### config.mk
export PLATFORM = sky130hd
export DESIGN_NAME = tcfc_outq
export DESIGN_NICKNAME = d
export VERILOG_FILES = /design/src/design/tcfc_pkg.sv /design/src/design/tcfc_outq.sv
export SDC_FILE = /design/constraint.sdc
export NUM_CORES = 1
export LEC_CHECK = 0
export ABC_AREA = 1
export BUFFER_PORTS_ARGS = -buffer_cell sky130_fd_sc_hd__buf_2
export CAP_MARGIN = 10
export CORE_ASPECT_RATIO = 2
export CORE_UTILIZATION = 45
export DETAILED_ROUTE_END_ITERATION = 7
export GPL_TIMING_DRIVEN = 0
export PLACE_DENSITY_LB_ADDON = 0.1
export SETUP_SLACK_MARGIN = 0.05
export SLEW_MARGIN = 40
export SYNTH_ARGS = -nofsm -noshare
export SYNTH_HDL_FRONTEND = slang
export SYNTH_SLANG_ARGS = --single-unit
export TNS_END_PERCENT = 10
### constraint.sdc
create_clock -name clk -period 9 [get_ports clk]
set_input_delay 0.9 -clock clk [delete_from_list [all_inputs] [get_ports clk]]
set_output_delay 0.9 -clock clk [all_outputs]
set_load 0.1 [all_outputs]
### src/design/tcfc_pkg.sv
// ----------------------------------------------------------------------------
// tcfc_pkg
// Shared constants and types of the trace context frame capture unit.
// ----------------------------------------------------------------------------
package tcfc_pkg;

	localparam int RING_DEPTH_DEF = 8192;
	localparam int PATH_BYTES_DEF = 101;

	localparam int HDR_BYTES   = 4;
	localparam int TRACE_FIRST = 9;
	localparam int PATH_FIRST  = 17;

	localparam logic [7:0] CTX_FRAME_TYPE_RST = 8'h0A;

	localparam logic [31:0] MAGIC_HTTP = 32'h4854_5450;
	localparam logic [31:0] MAGIC_GET  = 32'h4745_5420;
	localparam logic [31:0] MAGIC_POST = 32'h504F_5354;
	localparam logic [31:0] MAGIC_PRI  = 32'h5052_4920;

	localparam logic [1:0] KIND_STAGED = 2'd0;
	localparam logic [1:0] KIND_COMMIT = 2'd1;
	localparam logic [1:0] KIND_EVICT  = 2'd2;

	// All results caused by one input item: a staged byte, then optionally
	// a commit and an eviction.
	typedef struct packed {
		logic [6:0]  idx;
		logic [7:0]  val;
		logic        commit;
		logic        evict;
		logic [63:0] commit_key;
		logic [63:0] evict_key;
	} tcfc_bundle_t;

	function automatic logic is_magic(input logic [31:0] w);
		is_magic = (w == MAGIC_HTTP) || (w == MAGIC_GET) ||
			(w == MAGIC_POST) || (w == MAGIC_PRI);
	endfunction

endpackage

### src/design/tcfc_outq.sv
// ----------------------------------------------------------------------------
// tcfc_outq
// Two-slot queue of result bundles, serialized one result per cycle while out_ready is high.
// ----------------------------------------------------------------------------
module tcfc_outq (
	input  logic                  clk,
	input  logic                  arst_n,
	input  logic                  push,
	input  tcfc_pkg::tcfc_bundle_t push_bundle,
	output logic                  q_full,
	output logic                  out_valid,
	input  logic                  out_ready,
	output logic [1:0]            kind,
	output logic [6:0]            path_index,
	output logic [7:0]            path_value,
	output logic [63:0]           trace_key,
	output logic                  last_of_run
);
	import tcfc_pkg::*;

	localparam logic [1:0] SEL_STAGED = 2'd0;
	localparam logic [1:0] SEL_COMMIT = 2'd1;
	localparam logic [1:0] SEL_EVICT  = 2'd2;

	tcfc_bundle_t slot_q [2];
	logic         wp_q;
	logic         rp_q;
	logic [1:0]   cnt_q;
	logic [1:0]   sel_q;

	tcfc_bundle_t cur;
	logic         adv;
	logic         pop;

	assign cur       = slot_q[rp_q];
	assign q_full    = cnt_q == 2'd2;
	assign out_valid = cnt_q != 2'd0;
	assign adv       = out_valid && out_ready;
	assign pop       = adv && last_of_run;

	always_comb begin
		kind        = KIND_STAGED;
		path_index  = '0;
		path_value  = '0;
		trace_key   = '0;
		last_of_run = 1'b1;
		case (sel_q)
			SEL_STAGED: begin
				path_index  = cur.idx;
				path_value  = cur.val;
				last_of_run = !cur.commit;
			end
			SEL_COMMIT: begin
				kind        = KIND_COMMIT;
				trace_key   = cur.commit_key;
				last_of_run = !cur.evict;
			end
			SEL_EVICT: begin
				kind      = KIND_EVICT;
				trace_key = cur.evict_key;
			end
			default: begin
				kind = KIND_STAGED;
			end
		endcase
	end

	always_ff @(posedge clk or negedge arst_n) begin
		if (!arst_n) begin
			wp_q  <= 1'b0;
			rp_q  <= 1'b0;
			cnt_q <= '0;
			sel_q <= SEL_STAGED;
		end else begin
			if (push) begin
				wp_q <= !wp_q;
			end
			if (pop) begin
				rp_q  <= !rp_q;
				sel_q <= SEL_STAGED;
			end else if (adv) begin
				sel_q <= sel_q + 1'b1;
			end
			cnt_q <= cnt_q + {1'b0, push} - {1'b0, pop};
		end
	end

	always_ff @(posedge clk) begin
		if (push) begin
			slot_q[wp_q] <= push_bundle;
		end
	end

	a_cnt_range: assert property (@(posedge clk) disable iff (!arst_n)
		cnt_q != 2'd3)
		else $error("result queue count overflow");

	a_evict_sel_valid: assert property (@(posedge clk) disable iff (!arst_n)
		out_valid && sel_q == SEL_EVICT |-> cur.evict && cur.commit)
		else $error("eviction result from bundle without eviction");

	a_commit_sel_valid: assert property (@(posedge clk) disable iff (!arst_n)
		out_valid && sel_q == SEL_COMMIT |-> cur.commit)
		else $error("commit result from bundle without commit");

endmodule

* Word level (Yosys, flattened, before mapping)
Memory sizes are Yosys's and may differ from the RTL's.
Cells that the tools add are included.
** Storage, ports and cells
- Register bits after elaboration :: 6
- Bits in latches :: 0
- Memory bits (writable) :: 290
- Memory bits (read-only) :: 0
- Bits of input ports :: 149
- Output and inout bits :: 84
- Logic and storage cells :: 29
- Memories kept :: 1
** Memory list
- slot_q :: depth 2, width 145, rd ports 1, clocked after memory_dff 0, wr ports 1, RTL line tcfc_outq.sv:25 : tcfc_bundle_t slot_q [2];
** Cells by class
- $add $sub $neg :: 3
- Multipliers :: 0
- Div/mod/pow operators :: 0
- Magnitude comparators :: 0
- Equality and inequality tests :: 3
- Shift-type cells :: 0
- Multiplexer cells :: 9
- Bitwise logic cells :: 0
- Reductions and logical operators :: 9
** Operators with widths (number)
- 64-bit case mux with 2 select lines :: 1
- 8-bit 2-to-1 mux :: 1
- 7-bit 2-to-1 mux :: 1
- 2-bit == test, second input constant :: 2
- 1-bit zero test :: 4
- 2-bit 2-to-1 mux :: 2
- 2-bit case mux with 2 select lines :: 1
- 2-bit nonzero test :: 2
- 2-bit by 1-bit adder with 2-bit output :: 1
- 2-bit by 1-bit adder with 2-bit output, second input constant :: 1
- 2-bit by 1-bit == test with 1-bit output, second input constant :: 1
- 1-bit logical AND :: 2
- 2-bit zero test :: 1
- 1-bit 2-to-1 mux :: 2
- 1-bit case mux with 2 select lines :: 1
- 2-bit by 1-bit subtractor with 2-bit output :: 1

* Longest topological paths before layout
An unclocked memory read counts as a cell.
- Depth in word-level cells :: 5
- Gate-level depth with buffers :: 12
- Gate-level depth less buffers :: 12

* Worst setup path after synthesis
Ideal clock, no wire load.
- Kind :: input-to-reg
- Start point :: in push
- End point :: mem slot_q[0][0] (netlist name) (enable)
- Setup time :: 0.655 ns
- Arrival time :: 7.003 ns
- Required time :: 8.345 ns
- Path slack :: 1.342 ns
- Stages on the path :: 2
- Path buffers :: 0
- Cells stage by stage :: inv_1 > nor2_1
** On the way
- Longest elaborated chain between the ends :: 2
** Ends and longest elaborated chain
- start, declared :: RTL line tcfc_outq.sv:8 : input logic push,
- 1-bit 2-to-1 mux :: RTL line tcfc_outq.sv:89 : if (push) begin
- 1-bit 2-to-1 mux (implied by the code) :: RTL line tcfc_outq.sv:90 : slot_q[wp_q] <= push_bundle;
- end, declared :: RTL line tcfc_outq.sv:25
No other way between the ends.

* Worst setup path after layout
- Start point :: reg sel_q[0]
- End point :: out trace_key[40]
** On the way
- Longest elaborated chain between the ends :: 2
- Elaborated cells between the ends (all ways) :: 3
- Classes of those cells :: 2 x eq/ne; 1 x mux
** Ends and longest elaborated chain
- start, declared :: RTL line tcfc_outq.sv:29 : logic [1:0] sel_q;
- start signal, assigned :: RTL line tcfc_outq.sv:82 : sel_q <= sel_q + 1'b1;
- 2-bit == test or 2-bit by 1-bit == test with 1-bit output (tied branches) :: RTL line tcfc_outq.sv:47 : case (sel_q)
- 64-bit case mux with 2 select lines (*) :: RTL line tcfc_outq.sv:47
- end, declared :: RTL line tcfc_outq.sv:16 : output logic [63:0] trace_key,
Every way passes the cells marked *; elsewhere a longest branch is shown, timed or not.

==> run_results.csv <==
group,metric,value,unit
sta,fin_crit_sh,41.2,%
yosys,synth_edf_count,290,
drt,drc,0,
sta,grt_setup_unrepaired,"false",
drt,first_iter_violations,376,
yosys,yosys_warnings,0,
place,place.gp.congestion,0.760,
finish,drive_above_1_share,27.9,%
finish,fin_area,0.0143,mm2
drt,avgViaCountPerCell,5.04,
grt,track_usage,20.8,%
pwr,p_leak,0.00532,uW
floorplanning,rows,82,
floorplanning,die_area,0.0264,mm2
setup_path,reg2regPathDepth,12,
place,io_buffer_count,232,
setup_path,crit_required,8.10,ns
clocking,root_buffer,"clkbuf_16",
floorplanning,initial_core_util,45.9,%
clocking,ctsHoldBuffers,0,
sta,slew_headroom,59.8,%
floorplanning,die_y,229,um
clocking,cts_setup_buffers,0,
grt,grt_pass1_vias,7482,
finish,syn2layout_area_growth,23.5,%
sta,worst_pin_slew,0.603,ns
yosys,syn_inst,827,
yosys,synth.ff_latch_count,296,
clocking,cts_buffer_depth,3,
clocking,numCtsBuffers,26,
grt,grt_util_met3,4.30,%
yosys,synth.distinct_cells,22,
setup_path,crit_arrival,2.80,ns
drt,vias,7342,
sta,hold_viol_final,0,
setup_path,path_class,"reg2out",
grt,grt_pass1_wl,40.3,mm
place,place_area,0.0134,mm2
pwr,vdd_ir_drop_max,262,uV
floorplanning,die_w,115,um
drt,wl_per_cell,18.6,um
yosys,synth_nets,982,
clocking,clock_latency,0.53,ns
grt,overflow,0,
setup_path,reg2reg_slack,6.84,ns
clocking,cts_resized,0,
floorplanning,num_io_pins,233,
yosys,avgSynthCellArea,14.0,um2
clocking,clock_sinks,296,
floorplanning,core-area,0.0251,mm2
grt,use_met2,40.8,%
yosys,yosysSeqAreaShare,76.7,%
setup_path,cp_max_fo,10,
clocking,h-tree-depth,1,
drt,antenna_left,0,
worst_hold_path,worstHoldPathType,"in2async",
place,dp_hpwl,19.4,mm
sta,tns,0,ns
pwr,p_per_area,363,mW/mm2
clocking,cts_tree,"done",
setup_path,setup.worst_path.start_class,"register",
grt,antenna_found_initial,9,
yosys,synthArstFlopShare,2.03,%
sta,slew_violations,0,
drt,wirelength,27.2,mm
sta,fin_skew,0.0101,ns
clocking,clk_pin_slew,0.07,ns
sta,final.min_clock_period,3.70,ns
yosys,synth_ff_type,"edfxtp_1",
sta,setup_violations,0,
status,outcome,"finished clean",
setup_path,crit_path_end_kind,"primary output",
grt,busiest_layer,"met2",
yosys,syn-cell-area,0.0115,mm2
run,maxCapViolations,0,
drt,first_pass_iters,5,
sta,max_freq,270,MHz
grt,grt_max_degree,60,
finish,final_nets,1253,
grt,met1_usage,20.2,%
==> flip-flops by register name (all words and copies together), names as in the netlist <==
signal  count
cnt_q       2
wp_q        1
sel_q       2
slot_q    290
rp_q        1
==> cell type report <==
class | count | area (um2)
fill | 2098 | 10900
sequential | 296 | 8860
multi-input combinational | 465 | 2340
timing repair buffer | 243 | 1380
clock buffer | 30 | 687
tap | 336 | 420
buffer | 52 | 308
clock inverter | 15 | 195
inverter | 14 | 60.1
antenna | 7 | 17.5
==> report_power, final <==
group / switching [uW] / leakage [uW] / internal [uW]
combinational: 1720 / 0.00210 / 423
sequential: 61.7 / 0.00280 / 1820
clock: 470 / 0.000428 / 686
total: 2250 / 0.00532 / 2930
==> synth_stat cells, types with 6 or more instances <==
library cell | count | area (um2)
ha_1 | 6 | 75.1
dfrtp_1 | 6 | 150
o21ai_0 | 130 | 651
o21ai_1 | 13 | 65.1
edfxtp_1 | 290 | 8710
buf_4 | 7 | 52.6
inv_1 | 11 | 41.3
nand2_1 | 14 | 52.6
buf_6 | 10 | 113
clkbuf_1 | 23 | 86.3
a21oi_1 | 64 | 320
buf_2 | 8 | 40.0
o21a_1 | 65 | 488
nor2_1 | 164 | 616
==> placed cells by master (no fill, tap or decap), drive strengths merged, types with 7 or more instances in the layout <==
cell type  count
a21oi         64
buf          271
clkbuf        54
clkinv         9
diode          7
edfxtp       290
inv           14
nand2         14
nor2         164
o21a          65
o21ai        143
==> logic make-up after synthesis <==
group,after synthesis,share of synthesized area [%]
buffers and inverters,66,3.12
AOI/OAI and AO/OA,272,13.2
and+or+nand+nor,184,6.11
DFF,296,76.7
xor gates and xnor gates,3,0.228
adders and majority gates,6,0.650
==> layer usage <==
metal | wire (um) | part of all wire [%]
met5 | 32 | 0.12
met4 | 825 | 3.0
met3 | 1500 | 5.5
met2 | 15700 | 58
met1 | 9120 | 34
==> worst max-delay path, cell delays in order, from the launching register on <==
cell and delay, ns:
dfrtp_1 0.43, inv_1 0.12, ha_1 0.17, clkbuf_2 0.28
buf_2 0.29, o21a_1 0.14, o21ai_0 0.07, a21oi_1 0.27
buf_2 0.49
==> path summary, 6_finish.rpt <==
| kind | start | endpoint |
|---|---|---|
| max reg2reg | sel_q[0] | cnt_q[1] |
| min reg2reg | sel_q[1] | sel_q[1] |
| min | arst_n | wp_q |
| max | sel_q[0] | trace_key[40] |
| min in group clk | sel_q[1] | sel_q[1] |
| max in group asynchronous | arst_n | cnt_q[0] |
==> per-stage QoR <==
step	power, uW	worst slack, ns	std cells	hold slack, ns	utilization [%]
after global placement	4090	-2.70	1395	0.476	52.2
final	5180	5.30	1458	0.179	56.7
after global routing	5410	5.12	1457	0.159	56.7
after detailed placement	4080	5.85	1406	0.508	53.2
after floorplan	3570	1.34	827	0.463	-
after CTS	5230	5.25	1451	0.162	56.7
Power figures use the tool's default switching activity.
